## src/rtl/core/nec_ir_frame_decoder_core_assert.svh

```systemverilog
// ----------------------------------------------------------------------------
// NEC IR decoder assertion macros
// Shared concurrent assertion forms, clocked on aclk, off during reset.
// ----------------------------------------------------------------------------
`ifndef NEC_IR_FRAME_DECODER_CORE_ASSERT_SVH
`define NEC_IR_FRAME_DECODER_CORE_ASSERT_SVH

// same-cycle implication
`define NIRD_ASSERT_IMP(lbl, ante, cons, msg) \
    lbl: assert property (@(posedge aclk) disable iff (!aresetn) (ante) |-> (cons)) \
        else $error(msg);

// next-cycle implication
`define NIRD_ASSERT_NXT(lbl, ante, cons, msg) \
    lbl: assert property (@(posedge aclk) disable iff (!aresetn) (ante) |=> (cons)) \
        else $error(msg);

`endif

```

## src/rtl/core/nirdc_pkg.sv

```systemverilog
// ----------------------------------------------------------------------------
// NEC IR decoder package
// Shared widths, register indexes, phase codes and types.
// ----------------------------------------------------------------------------
package nirdc_pkg;

    localparam int TICK_W     = 16;
    localparam int CFG_W      = 16;
    localparam int NUM_CFG    = 8;
    localparam int APB_AW     = 5;
    localparam int APB_DW     = 32;
    localparam int FRAME_BITS = 32;
    localparam int IDX_W      = $clog2(FRAME_BITS);
    localparam int IN_DW      = 16;
    localparam int OUT_DW     = 24;

    localparam logic [2:0] REG_LEAD_MIN   = 3'd0;
    localparam logic [2:0] REG_LEAD_MAX   = 3'd1;
    localparam logic [2:0] REG_REPEAT_MIN = 3'd2;
    localparam logic [2:0] REG_REPEAT_MAX = 3'd3;
    localparam logic [2:0] REG_ZERO_MIN   = 3'd4;
    localparam logic [2:0] REG_ZERO_MAX   = 3'd5;
    localparam logic [2:0] REG_ONE_MIN    = 3'd6;
    localparam logic [2:0] REG_ONE_MAX    = 3'd7;

    localparam logic [CFG_W-1:0] RST_LEAD_MIN   = 16'd11981;
    localparam logic [CFG_W-1:0] RST_LEAD_MAX   = 16'd12902;
    localparam logic [CFG_W-1:0] RST_REPEAT_MIN = 16'd9907;
    localparam logic [CFG_W-1:0] RST_REPEAT_MAX = 16'd10829;
    localparam logic [CFG_W-1:0] RST_ZERO_MIN   = 16'd571;
    localparam logic [CFG_W-1:0] RST_ZERO_MAX   = 16'd1493;
    localparam logic [CFG_W-1:0] RST_ONE_MIN    = 16'd1613;
    localparam logic [CFG_W-1:0] RST_ONE_MAX    = 16'd2535;

    localparam logic [1:0] PH_IDLE = 2'd0;
    localparam logic [1:0] PH_LEAD = 2'd1;
    localparam logic [1:0] PH_DATA = 2'd2;

    typedef struct packed {
        logic [CFG_W-1:0] lead_min;
        logic [CFG_W-1:0] lead_max;
        logic [CFG_W-1:0] repeat_min;
        logic [CFG_W-1:0] repeat_max;
        logic [CFG_W-1:0] zero_min;
        logic [CFG_W-1:0] zero_max;
        logic [CFG_W-1:0] one_min;
        logic [CFG_W-1:0] one_max;
    } cfg_bank_t;

    typedef struct packed {
        logic lead;
        logic rpt;
        logic zero;
        logic one;
    } edge_class_t;

    typedef struct packed {
        logic [1:0] phase;
        logic [7:0] command;
        logic [7:0] address;
        logic       repeat_seen;
        logic       frame_valid;
    } result_t;

endpackage

```

## src/rtl/core/nec_ir_frame_decoder_core.sv

```systemverilog
// ----------------------------------------------------------------------------
// NEC IR frame decoder core
// Decodes NEC remote frames from falling-edge interval words.
// ----------------------------------------------------------------------------
//  channel   dir   handshake         payload
//  s_*       in    tvalid/tready     tdata[15:0]  edge_ticks
//  m_*       out   tvalid/tready     tdata[23:0]  one result per edge
//  apb       in    psel/penable      eight 16-bit window bounds at 4*i
//
//  One edge per cycle sustained while m_tready is high; an edge reaches m_*
//  through the class queue and then the result register after the phase
//  machine.
//  aresetn is synchronous: phase idle, windows at defaults, queue empty.
//  A two-entry class queue lets the edge side run while m_tready is low.
// ----------------------------------------------------------------------------
module nec_ir_frame_decoder_core (
    input  logic                              aclk,
    input  logic                              aresetn,
    input  logic                              s_tvalid,
    output logic                              s_tready,
    input  logic [nirdc_pkg::IN_DW-1:0]       s_tdata,   // [15:0] edge_ticks
    output logic                              m_tvalid,
    input  logic                              m_tready,
    // [0] frame_valid, [1] repeat_seen, [9:2] address, [17:10] command,
    // [19:18] phase, [23:20] zero
    output logic [nirdc_pkg::OUT_DW-1:0]      m_tdata,
    input  logic                              psel,
    input  logic                              penable,
    input  logic                              pwrite,
    input  logic [nirdc_pkg::APB_AW-1:0]      paddr,
    input  logic [nirdc_pkg::APB_DW-1:0]      pwdata,
    output logic [nirdc_pkg::APB_DW-1:0]      prdata,
    output logic                              pready
);

    nirdc_pkg::cfg_bank_t   cfg;
    nirdc_pkg::edge_class_t cls;
    nirdc_pkg::edge_class_t q_data;
    logic                   q_valid;
    logic                   q_ready;

    nirdc_cfg_regs u_cfg (
        .aclk    (aclk),
        .aresetn (aresetn),
        .psel    (psel),
        .penable (penable),
        .pwrite  (pwrite),
        .paddr   (paddr),
        .pwdata  (pwdata),
        .prdata  (prdata),
        .pready  (pready),
        .cfg     (cfg)
    );

    nirdc_classify u_front (
        .edge_ticks (s_tdata),
        .cfg        (cfg),
        .cls        (cls)
    );

    nirdc_queue u_queue (
        .aclk       (aclk),
        .aresetn    (aresetn),
        .push_valid (s_tvalid),
        .push_ready (s_tready),
        .push_data  (cls),
        .pop_valid  (q_valid),
        .pop_ready  (q_ready),
        .pop_data   (q_data)
    );

    nirdc_exec u_back (
        .aclk     (aclk),
        .aresetn  (aresetn),
        .q_valid  (q_valid),
        .q_ready  (q_ready),
        .q_data   (q_data),
        .m_tvalid (m_tvalid),
        .m_tready (m_tready),
        .m_tdata  (m_tdata)
    );

endmodule

```

## src/rtl/core/nirdc_cfg_regs.sv

```systemverilog
// ----------------------------------------------------------------------------
// NEC IR decoder window registers
// APB register bank holding the eight tick window bounds.
// ----------------------------------------------------------------------------
module nirdc_cfg_regs (
    input  logic                                aclk,
    input  logic                                aresetn,
    input  logic                                psel,
    input  logic                                penable,
    input  logic                                pwrite,
    input  logic [nirdc_pkg::APB_AW-1:0]        paddr,
    input  logic [nirdc_pkg::APB_DW-1:0]        pwdata,
    output logic [nirdc_pkg::APB_DW-1:0]        prdata,
    output logic                                pready,
    output nirdc_pkg::cfg_bank_t                cfg
);

    nirdc_pkg::cfg_bank_t cfg_reg;
    logic [2:0]           reg_idx;
    logic                 wr_en;
    logic [nirdc_pkg::CFG_W-1:0] wdata;
    logic [nirdc_pkg::CFG_W-1:0] rdata;

    assign pready  = 1'b1;
    assign reg_idx = paddr[4:2];
    assign wr_en   = psel && penable && pwrite && pready;
    assign wdata   = pwdata[nirdc_pkg::CFG_W-1:0];
    assign cfg     = cfg_reg;

    always_ff @(posedge aclk) begin
        if (!aresetn) begin
            cfg_reg.lead_min   <= nirdc_pkg::RST_LEAD_MIN;
            cfg_reg.lead_max   <= nirdc_pkg::RST_LEAD_MAX;
            cfg_reg.repeat_min <= nirdc_pkg::RST_REPEAT_MIN;
            cfg_reg.repeat_max <= nirdc_pkg::RST_REPEAT_MAX;
            cfg_reg.zero_min   <= nirdc_pkg::RST_ZERO_MIN;
            cfg_reg.zero_max   <= nirdc_pkg::RST_ZERO_MAX;
            cfg_reg.one_min    <= nirdc_pkg::RST_ONE_MIN;
            cfg_reg.one_max    <= nirdc_pkg::RST_ONE_MAX;
        end else if (wr_en) begin
            unique case (reg_idx)
                nirdc_pkg::REG_LEAD_MIN:   cfg_reg.lead_min   <= wdata;
                nirdc_pkg::REG_LEAD_MAX:   cfg_reg.lead_max   <= wdata;
                nirdc_pkg::REG_REPEAT_MIN: cfg_reg.repeat_min <= wdata;
                nirdc_pkg::REG_REPEAT_MAX: cfg_reg.repeat_max <= wdata;
                nirdc_pkg::REG_ZERO_MIN:   cfg_reg.zero_min   <= wdata;
                nirdc_pkg::REG_ZERO_MAX:   cfg_reg.zero_max   <= wdata;
                nirdc_pkg::REG_ONE_MIN:    cfg_reg.one_min    <= wdata;
                nirdc_pkg::REG_ONE_MAX:    cfg_reg.one_max    <= wdata;
                default: ;
            endcase
        end
    end

    always_comb begin
        unique case (reg_idx)
            nirdc_pkg::REG_LEAD_MIN:   rdata = cfg_reg.lead_min;
            nirdc_pkg::REG_LEAD_MAX:   rdata = cfg_reg.lead_max;
            nirdc_pkg::REG_REPEAT_MIN: rdata = cfg_reg.repeat_min;
            nirdc_pkg::REG_REPEAT_MAX: rdata = cfg_reg.repeat_max;
            nirdc_pkg::REG_ZERO_MIN:   rdata = cfg_reg.zero_min;
            nirdc_pkg::REG_ZERO_MAX:   rdata = cfg_reg.zero_max;
            nirdc_pkg::REG_ONE_MIN:    rdata = cfg_reg.one_min;
            nirdc_pkg::REG_ONE_MAX:    rdata = cfg_reg.one_max;
            default:                   rdata = '0;
        endcase
    end

    assign prdata = {{(nirdc_pkg::APB_DW - nirdc_pkg::CFG_W){1'b0}}, rdata};

endmodule

```

## src/rtl/core/nirdc_classify.sv

```systemverilog
// ----------------------------------------------------------------------------
// NEC IR decoder edge classifier
// Tests an edge interval against the four exclusive tick windows.
// ----------------------------------------------------------------------------
module nirdc_classify (
    input  logic [nirdc_pkg::IN_DW-1:0] edge_ticks,
    input  nirdc_pkg::cfg_bank_t        cfg,
    output nirdc_pkg::edge_class_t      cls
);

    logic [nirdc_pkg::TICK_W-1:0] ticks;

    assign ticks = edge_ticks[nirdc_pkg::TICK_W-1:0];

    assign cls.lead = (ticks > cfg.lead_min)   && (ticks < cfg.lead_max);
    assign cls.rpt  = (ticks > cfg.repeat_min) && (ticks < cfg.repeat_max);
    assign cls.zero = (ticks > cfg.zero_min)   && (ticks < cfg.zero_max);
    assign cls.one  = (ticks > cfg.one_min)    && (ticks < cfg.one_max);

endmodule

```

## src/rtl/core/nirdc_queue.sv

```systemverilog
// ----------------------------------------------------------------------------
// NEC IR decoder class queue
// Two-entry queue of classified edges between front and back.
// ----------------------------------------------------------------------------
module nirdc_queue (
    input  logic                   aclk,
    input  logic                   aresetn,
    input  logic                   push_valid,
    output logic                   push_ready,
    input  nirdc_pkg::edge_class_t push_data,
    output logic                   pop_valid,
    input  logic                   pop_ready,
    output nirdc_pkg::edge_class_t pop_data
);

    nirdc_pkg::edge_class_t slot_reg [2];
    logic                   wr_ptr_reg;
    logic                   rd_ptr_reg;
    logic [1:0]             cnt_reg;
    logic [1:0]             cnt_next;
    logic                   push;
    logic                   pop;

    assign push_ready = (cnt_reg != 2'd2);
    assign pop_valid  = (cnt_reg != 2'd0);
    assign push       = push_valid && push_ready;
    assign pop        = pop_valid && pop_ready;
    assign pop_data   = slot_reg[rd_ptr_reg];

    always_comb begin
        cnt_next = cnt_reg;
        if (push && !pop) begin
            cnt_next = cnt_reg + 2'd1;
        end else if (pop && !push) begin
            cnt_next = cnt_reg - 2'd1;
        end
    end

    always_ff @(posedge aclk) begin
        if (!aresetn) begin
            wr_ptr_reg <= 1'b0;
            rd_ptr_reg <= 1'b0;
            cnt_reg    <= 2'd0;
        end else begin
            cnt_reg <= cnt_next;
            if (push) begin
                wr_ptr_reg <= ~wr_ptr_reg;
            end
            if (pop) begin
                rd_ptr_reg <= ~rd_ptr_reg;
            end
        end
    end

    always_ff @(posedge aclk) begin
        if (push) begin
            slot_reg[wr_ptr_reg] <= push_data;
        end
    end

endmodule

```

## src/rtl/core/nirdc_exec.sv

```systemverilog
// ----------------------------------------------------------------------------
// NEC IR decoder frame engine
// Runs the phase machine, assembles the frame and registers the result word.
// ----------------------------------------------------------------------------
`include "nec_ir_frame_decoder_core_assert.svh"

module nirdc_exec (
    input  logic                           aclk,
    input  logic                           aresetn,
    input  logic                           q_valid,
    output logic                           q_ready,
    input  nirdc_pkg::edge_class_t         q_data,
    output logic                           m_tvalid,
    input  logic                           m_tready,
    output logic [nirdc_pkg::OUT_DW-1:0]   m_tdata
);

    logic [1:0]                    phase_reg,  phase_next;
    logic [nirdc_pkg::IDX_W-1:0]   idx_reg,    idx_next;
    logic [nirdc_pkg::FRAME_BITS-1:0] bits_reg, bits_next;
    logic [7:0]                    addr_reg,   addr_next;
    logic [7:0]                    cmd_reg,    cmd_next;
    logic                          frame_ok;
    logic                          rpt;
    logic                          out_vld_reg;
    nirdc_pkg::result_t            out_reg;
    nirdc_pkg::result_t            res;
    logic                          step;

    assign q_ready = !out_vld_reg || m_tready;
    assign step    = q_valid && q_ready;

    always_comb begin
        phase_next = phase_reg;
        idx_next   = idx_reg;
        bits_next  = bits_reg;
        addr_next  = addr_reg;
        cmd_next   = cmd_reg;
        frame_ok   = 1'b0;
        rpt        = 1'b0;
        unique case (phase_reg)
            nirdc_pkg::PH_LEAD: begin
                if (q_data.lead) begin
                    phase_next = nirdc_pkg::PH_DATA;
                end else if (q_data.rpt) begin
                    rpt        = 1'b1;
                    phase_next = nirdc_pkg::PH_IDLE;
                end
            end
            nirdc_pkg::PH_DATA: begin
                if (q_data.zero || q_data.one) begin
                    bits_next[idx_reg] = !q_data.zero;
                    if (idx_reg == nirdc_pkg::IDX_W'(nirdc_pkg::FRAME_BITS - 1)) begin
                        idx_next   = '0;
                        phase_next = nirdc_pkg::PH_IDLE;
                        if ((bits_next[7:0] == ~bits_next[15:8]) &&
                            (bits_next[23:16] == ~bits_next[31:24])) begin
                            frame_ok  = 1'b1;
                            addr_next = bits_next[7:0];
                            cmd_next  = bits_next[23:16];
                        end
                    end else begin
                        idx_next = idx_reg + 1'b1;
                    end
                end else begin
                    idx_next   = '0;
                    phase_next = nirdc_pkg::PH_LEAD;
                end
            end
            default: begin
                phase_next = nirdc_pkg::PH_LEAD;
            end
        endcase
    end

    assign res.frame_valid = frame_ok;
    assign res.repeat_seen = rpt;
    assign res.address     = addr_next;
    assign res.command     = cmd_next;
    assign res.phase       = phase_next;

    always_ff @(posedge aclk) begin
        if (!aresetn) begin
            phase_reg   <= nirdc_pkg::PH_IDLE;
            idx_reg     <= '0;
            addr_reg    <= 8'd0;
            cmd_reg     <= 8'd0;
            out_vld_reg <= 1'b0;
        end else begin
            if (step) begin
                phase_reg   <= phase_next;
                idx_reg     <= idx_next;
                addr_reg    <= addr_next;
                cmd_reg     <= cmd_next;
                out_vld_reg <= 1'b1;
            end else if (m_tready) begin
                out_vld_reg <= 1'b0;
            end
        end
    end

    always_ff @(posedge aclk) begin
        if (step) begin
            bits_reg <= bits_next;
            out_reg  <= res;
        end
    end

    assign m_tvalid = out_vld_reg;
    assign m_tdata  = {{(nirdc_pkg::OUT_DW - $bits(nirdc_pkg::result_t)){1'b0}}, out_reg};

    `NIRD_ASSERT_IMP(a_pulse_excl, out_vld_reg, !(out_reg.frame_valid && out_reg.repeat_seen), "frame and repeat pulses together")
    `NIRD_ASSERT_IMP(a_frame_idle, out_vld_reg && out_reg.frame_valid, out_reg.phase == nirdc_pkg::PH_IDLE, "frame pulse outside idle")
    `NIRD_ASSERT_IMP(a_rpt_idle, out_vld_reg && out_reg.repeat_seen, out_reg.phase == nirdc_pkg::PH_IDLE, "repeat pulse outside idle")
    `NIRD_ASSERT_IMP(a_idx_data, idx_reg != '0, phase_reg == nirdc_pkg::PH_DATA, "bit index set outside data phase")
    `NIRD_ASSERT_NXT(a_step_out, step, out_vld_reg, "accepted edge left no result")

endmodule
```

## config.mk

```make
export PLATFORM = sky130hd
export DESIGN_NAME = nec_ir_frame_decoder_core
export DESIGN_NICKNAME = d
export VERILOG_FILES = /design/src/rtl/core/nirdc_pkg.sv /design/src/rtl/core/nec_ir_frame_decoder_core.sv /design/src/rtl/core/nirdc_cfg_regs.sv /design/src/rtl/core/nirdc_classify.sv /design/src/rtl/core/nirdc_queue.sv /design/src/rtl/core/nirdc_exec.sv
export VERILOG_INCLUDE_DIRS = /design/src /design/src/rtl/core
export SDC_FILE = /design/constraint.sdc
export NUM_CORES = 1
export LEC_CHECK = 0
export ABC_AREA = 1
export ABC_CLOCK_PERIOD_IN_PS = 3850
export BUFFER_PORTS_ARGS = -buffer_cell sky130_fd_sc_hd__buf_4
export CAP_MARGIN = 25
export CORE_MARGIN = 2
export CORE_UTILIZATION = 40
export DETAILED_ROUTE_END_ITERATION = 6
export GPL_TIMING_DRIVEN = 0
export PLACE_DENSITY = 0.62
export SLEW_MARGIN = 15
export SYNTH_ARGS = -nofsm -noshare
export SYNTH_HDL_FRONTEND = slang
export SYNTH_SLANG_ARGS = --single-unit
```

## constraint.sdc

```tcl
create_clock -name aclk -period 3.85 [get_ports aclk]
set_input_delay 0.1925 -clock aclk [delete_from_list [all_inputs] [get_ports aclk]]
set_output_delay 0.1925 -clock aclk [all_outputs]
set_load 0.005 [all_outputs]
```

**Word-level counts from Yosys, hierarchy flattened**

Memory sizes are Yosys's and may differ from the RTL's. A register that Yosys moved wholly into a read port is not among the register bits.
Index checks and enable logic that the tools add are counted.

- Memories: 1
- Bits in writable memories: 8
- Flip-flop bits (word level): 208
- Bits in latches: 0
- Bits in read-only memories: 0

Memory list:

| name | words | width | read ports | clocked after Yosys merged registers in | wr ports | line | text |
|---|---|---|---|---|---|---|---|
| u_queue.slot_reg | 2 | 4 | 1 | 1 | 1 | nirdc_queue.sv:16 | `nirdc_pkg::edge_class_t slot_reg [2];` |

- Add/sub/neg operators: 3
- Multipliers: 0
- $lt $le $gt $ge: 10
- Multiplexer cells: 29
- Bitwise gates (word level): 5
- Divide/modulo/power cells: 0
- Reduce and logical (&&, ||, !) cells: 34
- Equal/unequal tests: 13
- Shifts and indexed selects: 0

Operators with widths:

| kind | number |
|---|---|
| case mux 16 bit (8 select lines) | 1 |
| > comparator 16 bit | 4 |
| < comparator 16 bit | 4 |
| 2-to-1 mux 8 bit | 8 |
| bitwise mux 32 bit | 1 |
| AND reduction 2 bit | 9 |
| equality test 8 bit | 2 |
| NOT 8 bit | 2 |
| equality test 3 bit, second input constant | 4 |
| logical AND 1 bit | 12 |
| 2-to-1 mux 2 bit | 6 |
| 2-to-1 mux 5 bit | 2 |
| 2-to-1 mux 1 bit | 9 |
| equality test 3 x 2 -> 1 bit, second input constant | 2 |
| < comparator 5 x 6 -> 1 bit, second input constant | 1 |
| AND reduction 3 bit | 2 |
| nonzero test 2 bit | 3 |
| adder 5 x 1 -> 5 bit, second input constant | 1 |
| demux 1 bit (select 5 bit) | 1 |
| equality test 5 bit, second input constant | 1 |
| >= comparator 5 x 1 -> 1 bit, second input constant | 1 |
| logical NOT 1 bit | 4 |
| case mux 2 bit (2 select lines) | 1 |
| equality test 3 x 1 -> 1 bit, second input constant | 1 |
| 9 further kinds | 12 |

**Longest topological paths before layout**

Gate-level depths: netlist of run 1.

- Depth after elaboration: 12
- Mapped depth: 19
- Gate-level depth less buffers: 17

**Cells and area by module**

From an unflattened synthesis of run 1, not the netlist that was laid out.

- Cell total of the unflattened synthesis: 2,092
- Area, all modules: 14,709.1 µm²

Modules (own cells, without submodules):

| module | instances | area an instance (µm²) | cells each |
|---|---|---|---|
| nirdc_cfg_regs | 1 | 5,984.5 | 872 |
| nirdc_exec | 1 | 4,838.4 | 630 |
| nirdc_classify | 1 | 3,340.7 | 541 |
| nirdc_queue | 1 | 545.5 | 49 |

**Least setup slack after synthesis of run 1**

No wires, ideal clock.

- Path kind: flip-flop to flip-flop
- From: reg with a tool-made name
- To: reg u_back.idx_reg[3] (netlist bit)
- Library setup time: 86 ps
- Required time: 3,764 ps
- Arrival time: 2,798 ps
- Slack: 966 ps
- Stages on the path, launching flop included: 10
- Path through: dfxtp_1 nand2_1 nand2_1 buf_2 nor2_1 nor2_1 nand2_1 nor2_1 a21oi_1 a211oi_1

RTL lines:

| item | line | text |
|---|---|---|
| end signal, assigned | nirdc_exec.sv:92 | `idx_reg <= idx_next;` |
| end, declared | nirdc_exec.sv:19 | `logic [nirdc_pkg::IDX_W-1:0] idx_reg, idx_next;` |

**Final worst setup path of run 1**

- From: reg u_back.idx_reg[0] (netlist bit)
- To: reg u_back.out_reg, in the netlist u_back.m_tdata[10], data pin

- Word-level cells in the longest chain between the ends: 12
- Elaborated cells on any way between the ends: 16

Ends and longest elaborated chain:

| item | line | text |
|---|---|---|
| < comparator 5 x 6 -> 1 bit (implied by the code) / >= comparator 5 x 1 -> 1 bit (equally long branches) | nirdc_exec.sv:52 | `bits_next[idx_reg] = !q_data.zero;` |
| logical AND 1 bit (implied by the code) | nirdc_exec.sv:52 |  |
| 2-to-1 mux 1 bit (implied by the code) | nirdc_exec.sv:52 |  |
| demux 1 bit (select 5 bit) | n/a |  |
| bitwise mux 32 bit | nirdc_exec.sv:52 |  |
| NOT 8 bit, on equally long branches | nirdc_exec.sv:56, nirdc_exec.sv:57 |  |
| equality test 8 bit, on equally long branches | nirdc_exec.sv:56, nirdc_exec.sv:57 |  |
| logical AND 1 bit | nirdc_exec.sv:56 | `if ((bits_next[7:0] == ~bits_next[15:8]) &&` |
| 2-to-1 mux 8 bit | nirdc_exec.sv:56 |  |
| 2-to-1 mux 8 bit * | nirdc_exec.sv:53 | `if (idx_reg == nirdc_pkg::IDX_W'(nirdc_pkg::FRAME_BITS - 1)) begin` |
| 2-to-1 mux 8 bit * | nirdc_exec.sv:51 | `if (q_data.zero \|\| q_data.one) begin` |
| 2-to-1 mux 8 bit * | nirdc_exec.sv:41 | `unique case (phase_reg)` |
| via u_back.cmd_next[0] | nirdc_exec.sv:22 | `logic [7:0] cmd_reg, cmd_next;` |
| end signal, assigned | nirdc_exec.sv:105 | `out_reg <= res;` |
| end, declared | nirdc_exec.sv:26 | `nirdc_pkg::result_t out_reg;` |

Mark *: on every way through the listed nets, which the timed path passes. The rest lies on a longest branch.
A chain may end at the register's enable or synchronous reset.

==> results of run 1 <==
cells by family (layout without fill, tap and decap cells):
group                    Yosys count  after routing  synth area share
AND/OR/NAND/NOR                  552            552             0.178
XOR/XNOR                           1              1          0.000685
multiplexers                       1              1          0.000782
other                              2             21          0.000587
flip-flops                       217            217             0.387
adder cells (fa/ha/maj)          132            132             0.129
buffers and inverters            326            467             0.105
AO/OA/AOI/OAI                    457            457             0.200
per-layer routing:
layer / GRT usage / part of all wire / vias up
met2: 0.426 / 0.49 / 326
met1: 0.291 / 0.42 / 5653
met5: 0 / 0 / -
li1: - / - / 5981
met3: 0.0260 / 0.053 / 81
met4: 0.0816 / 0.032 / 0
critical path: cells and delay by family (launching register included):
kind,cells,cell delay [ps]
flops,1,340
buf+inv,3,700
simple gates,11,1340
fa+ha+maj,1,320
area by class of cell:
| class | instances | area (µm²) | area share |
|---|---|---|---|
| sequential | 217 | 4940 | 0.330 |
| clock buffer | 33 | 729 | 0.0487 |
| tap | 402 | 503 | 0.0336 |
| inverter | 238 | 893 | 0.0596 |
| buffer | 88 | 452 | 0.0301 |
| clock inverter | 14 | 126 | 0.00843 |
| multi-input combinational | 1164 | 6580 | 0.439 |
| timing repair buffer | 94 | 758 | 0.0506 |
synthesized netlist by cell type:
cell	instances
inv_2	3
inv_1	234
a21o_1	1
nand2_1	318
a21oi_1	192
nand3_2	1
conb_1	2
nand2_2	1
o31ai_1	4
a221oi_1	16
nor3_1	15
dfxtp_1	157
o21ai_0	140
o211ai_1	41
nand3_1	86
o21a_1	5
ha_1	132
a31oi_1	5
mux2i_1	1
o22ai_1	31
o221ai_1	3
o21ai_1	11
xor2_1	1
buf_1	1
edfxtp_1	60
buf_6	2
a21boi_0	3
buf_4	24
a22oi_1	2
nor2_2	2
nor2_4	2
a211oi_1	2
nand4_1	18
and3_1	1
o2111ai_1	1
buf_2	12
clkinv_1	1
nor2_1	108
clkbuf_1	49
power by group:
group / total (µW) / internal [µW] / switching (µW)
registers: 2800 / 2690 / 109
clock network: 2490 / 1470 / 1020
logic: 1620 / 596 / 1030
total: 6910 / 4750 / 2160
per-stage QoR:
step                area [µm²]  setup TNS [ps]  hold slack (ps)  setup slack [ps]  total power [µW]
global route             15000               0             68.5               582              7260
global placement         14000            -565              436              -310              4410
floorplan                12900               0              319               966              3780
CTS                      15000               0             32.6               918              6940
detailed placement       14000               0              449               936              4450
finish                   15000               0             50.5               865              6910
repair_timing:
| item | 4_1_cts | 5_1_grt |
|---|---|---|
| gates resized for setup | 0 | 0 |
| hold endpoints to repair | 48 | 0 |
| hold buffers | 14 | 0 |
worst min-delay path by stage:
stage / from / endpoint / slack, ps / cells after the start
finish: pwdata[15] / u_cfg.cfg[127] / 50 / 3
global route: pwdata[15] / u_cfg.cfg[79] / 70 / 3
CTS: pwdata[15] / u_cfg.cfg[95] / 30 / 3
detailed placement: u_queue.rd_ptr_reg / register / 450 / 1
global placement: u_queue.rd_ptr_reg / register / 440 / 1
floorplan: pwdata[2] / u_cfg.cfg[114] / 320 / 2
==> metrics.txt, run 1 <==
commonest cells after routing, fill and taps aside=nand2_1, inv_1, a21oi_1, dfxtp_1, o21ai_0; crit path capture=u_back.m_tdata[10]; CP Launch Point=u_back.idx_reg[0]; Placed Instances=between 2k and 2.5k; ant diodes=0; reg-to-reg slack, setup=860 ps; critical path type=reg -> reg; cell taking the most area after synthesis=dfxtp_1; Post CTS Setup Buffer Count=0; Slew HR=0.356; post-synth top area share=0.246; critical path arrival=between 3000 and 4000 ps; commonest non-fill, non-tap cell in the layout=nand2_1; Syn Std Cell Area=~0.013 mm²; Min-Delay Path Class=in -> reg; crit-path max FO=10; Placeable Area=about 0.032 mm²; vias per std cell=~5.4; clk slew on worst S/H paths=60 ps; Setup Viol. Count Final=0; pin count of the biggest net entering global routing=30; Skew-Pair Late Insertion Delay=~540 ps; first-pass GRT wire length=62.0 mm; CTS buffer count=26; Overall Global Routing Usage=0.236; Least-Margin Pin Slew=958 ps; final WL=39.7 mm; f_max=335 MHz; minimum clock period=2990 ps; VDD IR max=between 0.0003 and 0.0004 V; DP HPWL=30.4 mm; final std cells w/o fill=2,250; Setup crit start kind=register; die span in y=~180 µm; Die X=183 µm; filler instances=between 3k and 4k; Max H-tree Level=1; CTS root buf=clkbuf_16; status=finished clean; Critical Path RT=~4100 ps; Setup crit end kind=register; register area share after synthesis=0.387; DR DRC count=0; clock buffer depth=3; Pleak=roughly 0.007 µW; crit-path cells=inv_1, ha_1, clkbuf_1, nand3_1, nand2_1, nand2_1, nand2_1, nand2_1, nor2_1, nand2_1, nor2_4, nand2_2, buf_6, nand2_1, nand2_1; worst r2r dst=u_back.m_tdata[10]; fin util=0.475; total gr overflow=0; Worst R2R Start=u_back.idx_reg[0]; clk_skew=around 8.8 ps; clk sink count=approximately 220; layout cells sized above 1=0.0904; Cells after Synth=roughly 1.7k; Die ar.=between 0.03 and 0.04 mm²; Site Rows=65; syn_area_per_cell=about 7.6 µm²; Netlist cell types=39; synth warn=0; Routability Congestion=between 0.8 and 0.9; antenna violation net count after detailed routing=0; PwrDens=~460 mW/mm²; CTS tree=built; initial antenna violation count=0; port bufs=78; I/O pins=around 120; DR vias=approximately 12k; Max Slew Vio Count=0; Critical Path Most Common Cell=nand2_1; Largest register FFs=between 100 and 150; Layout area overhead=17.2%; slowest CP cell=clkbuf_1; CP peak stage delay=380 ps; TritonRoute pass-1 iters=6; Initial DRC Count=872; Yosys reg bits=approximately 220; Synth area leaders=dfxtp_1, edfxtp_1, ha_1; Initial Util=0.405; fin crit share=0.775; number of global-route vias before repair=between 10k and 15k; r2r worst-path depth=15; Final Hold Viols=0; RSZ-0062 raised after global routing=no; fin nets=~2k; max-cap viol count=0; detailed-route wire length per cell=between 15 and 20 µm
No activity file was read; power rests on OpenSTA's default activity.
==> inputs of run 2 (changes only) <==
- ABC_CLOCK_PERIOD_IN_PS: 3850 -> 3100
- clock period: 3.85 -> 3.1 ns (I/O delays scaled with it)
==> run 2 against run 1 <==
  * Power increased by 24%
  * Cell count unchanged
  * Critical path depth unchanged
  * Sequential share of layout area about the same
  * Final area is essentially flat
  * Largest cell class unchanged
  * Sequential power grew 24%
  * Hold slack lost 22 ps
  * Critical path type unchanged
  * Global-route usage stayed put
  * Clock power is 24% higher
  * Setup slack worse by 590 ps
  * Clock skew rose by 4.7 ps
  * Largest power group unchanged
==> metrics.txt, run 2 (synthesis results as in run 1) <==
clk slew on worst S/H paths=60 ps (about the same); WL met2=19.5 mm (about the same); Placed Instances=2,188 (unchanged); Skew-Pair Late Insertion Delay=540 ps (about the same); Overall Global Routing Usage=0.236 (unchanged); final WL=39.7 mm (about the same); dpl ws=186 ps (was 936 ps); clk sink count=217 (unchanged); Die X=183 µm (unchanged); Slew HR=0.359 (was 0.356); sequential cell area=0.00494 mm² (unchanged); pin count of the biggest net entering global routing=30 (unchanged); Setup crit start kind=register (unchanged); TritonRoute pass-1 iters=6 (unchanged); DR vias=12.0k (about the same); Power Total=8600 µW (was 6910 µW); initial antenna violation count=0 (unchanged); DP HPWL=30.4 mm (unchanged); Max Slew Vio Count=0 (unchanged); VDD IR max=0.000448 V (was 0.000362 V); r2r worst-path depth=15 (unchanged); met3 WL=2.02 mm (was 2.09 mm); layout cells sized above 1=0.0920 (was 0.0904); critical path arrival=3110 ps (was 3270 ps); die span in y=183 µm (unchanged); critical path type=reg -> reg (unchanged); Pleak=0.00694 µW (was 0.00693 µW); number of global-route vias before repair=11.6k (unchanged); Final Hold Viols=0 (unchanged); Initial DRC Count=877 (was 872); minimum clock period=2820 ps (was 2990 ps); Max H-tree Level=1 (unchanged); RSZ-0062 raised after global routing=no (unchanged); Largest register FFs=128 (unchanged); Setup crit end kind=register (unchanged); CTS buffer count=26 (unchanged); Least-Margin Pin Slew=955 ps (was 958 ps); port bufs=78 (unchanged); Placeable Area=0.0316 mm² (unchanged); post-route cell area=0.0150 mm² (about the same); Die ar.=0.0334 mm² (unchanged); filler instances=3,119 (was 3,115); multi-input logic area=0.00659 mm² (was 0.00658 mm²); detailed-route wire length per cell=17.6 µm (about the same); clock buffer depth=3 (unchanged); Initial Util=0.405 (unchanged); Setup Viol. Count Final=0 (unchanged); Post CTS Setup Buffer Count=0 (unchanged); commonest cells after routing, fill and taps aside=nand2_1, inv_1, a21oi_1, dfxtp_1, o21ai_0 (unchanged); DR DRC count=0 (unchanged); CTS root buf=clkbuf_16 (unchanged); commonest non-fill, non-tap cell in the layout=nand2_1 (unchanged); total gr overflow=0 (unchanged); status=finished clean (unchanged); ant diodes=0 (unchanged); fin nets=2,021 (unchanged); final worst slack=276 ps (was 865 ps); PwrDens=573 mW/mm² (was 461 mW/mm²); CTS tree=built (unchanged); I/O pins=119 (unchanged); first-pass GRT wire length=62.0 mm (unchanged); Critical Path RT=3390 ps (was 4140 ps); Post-DP Area=0.0140 mm² (unchanged); fin crit share=0.911 (was 0.775); Min-Delay Path Class=in -> reg (unchanged); clk_skew=13.5 ps (was 8.80 ps); f_max=354 MHz (was 335 MHz); met1 WL=16.9 mm (was 16.8 mm); Site Rows=65 (unchanged); Routability Congestion=0.889 (unchanged); final std cells w/o fill=2,250 (unchanged); Max Used Layer=met4 (unchanged); antenna violation net count after detailed routing=0 (unchanged); Hold Path Depth=3 (unchanged); Layout area overhead=17.3% (was 17.2%); vias per std cell=5.35 (about the same); crit-path max FO=10 (unchanged); max-cap viol count=0 (unchanged)
## run 2: final cells by class
class,count,share of cell area
timing repair buffer,95,0.0512
clock buffer,33,0.0486
multi-input combinational,1164,0.439
buffer,87,0.0300
inverter,238,0.0595
sequential,217,0.330
tap,402,0.0335
clock inverter,14,0.00842
## run 2: worst max-delay path, stage by stage, from the launching register on
cell and delay (ps):
dfxtp_1 340, inv_1 130, ha_1 330, clkbuf_2 280, nand3_1 120, nand2_1 90, nand2_1 170, nand2_1 110
nand2_1 70, nor2_1 100, nand2_1 90, nor2_4 210, nand2_2 190, buf_6 190, nand2_1 70, nand2_1 70
## run 2: final timing paths
| path | endpoint | startpoint | slack, ps |
|---|---|---|---|
| worst max-delay path | u_back.m_tdata[10] | u_back.idx_reg[0] | 280 |
| worst min-delay path | u_cfg.cfg[30] | pwdata[14] | 30 |
| worst max register to register | u_back.m_tdata[10] | u_back.idx_reg[0] | 280 |
| worst min register to register | u_queue.rd_ptr_reg | u_queue.rd_ptr_reg | 460 |
## run 2: power breakdown
part / internal (µW) / switching [µW] / total (µW)
Sequential: 3340 / 136 / 3470
Combinational: 742 / 1280 / 2020
Clock: 1830 / 1280 / 3100
Total: 5900 / 2690 / 8600
## run 2: routing by layer
metal / GRT usage / vias to the layer above
li1: - / 5978
met1: 0.291 / 5655
met2: 0.426 / 326
met3: 0.0260 / 78
met4: 0.0816 / 0
met5: 0 / -
## run 2: per-stage QoR
stage               hold slack [ps]  TNS [ps]  utilization
CTS                            10.7         0        0.475
finish                         28.5         0        0.475
global placement                436    -28190        0.442
detailed placement              449         0        0.443
global route                   32.6         0        0.475
floorplan                       281         0            -
## run 2: what timing repair did
item,CTS,global route
resized for setup,0,6
endpoints found under the hold margin,74,0
setup endpoints to repair,0,31
hold buffers,15,0
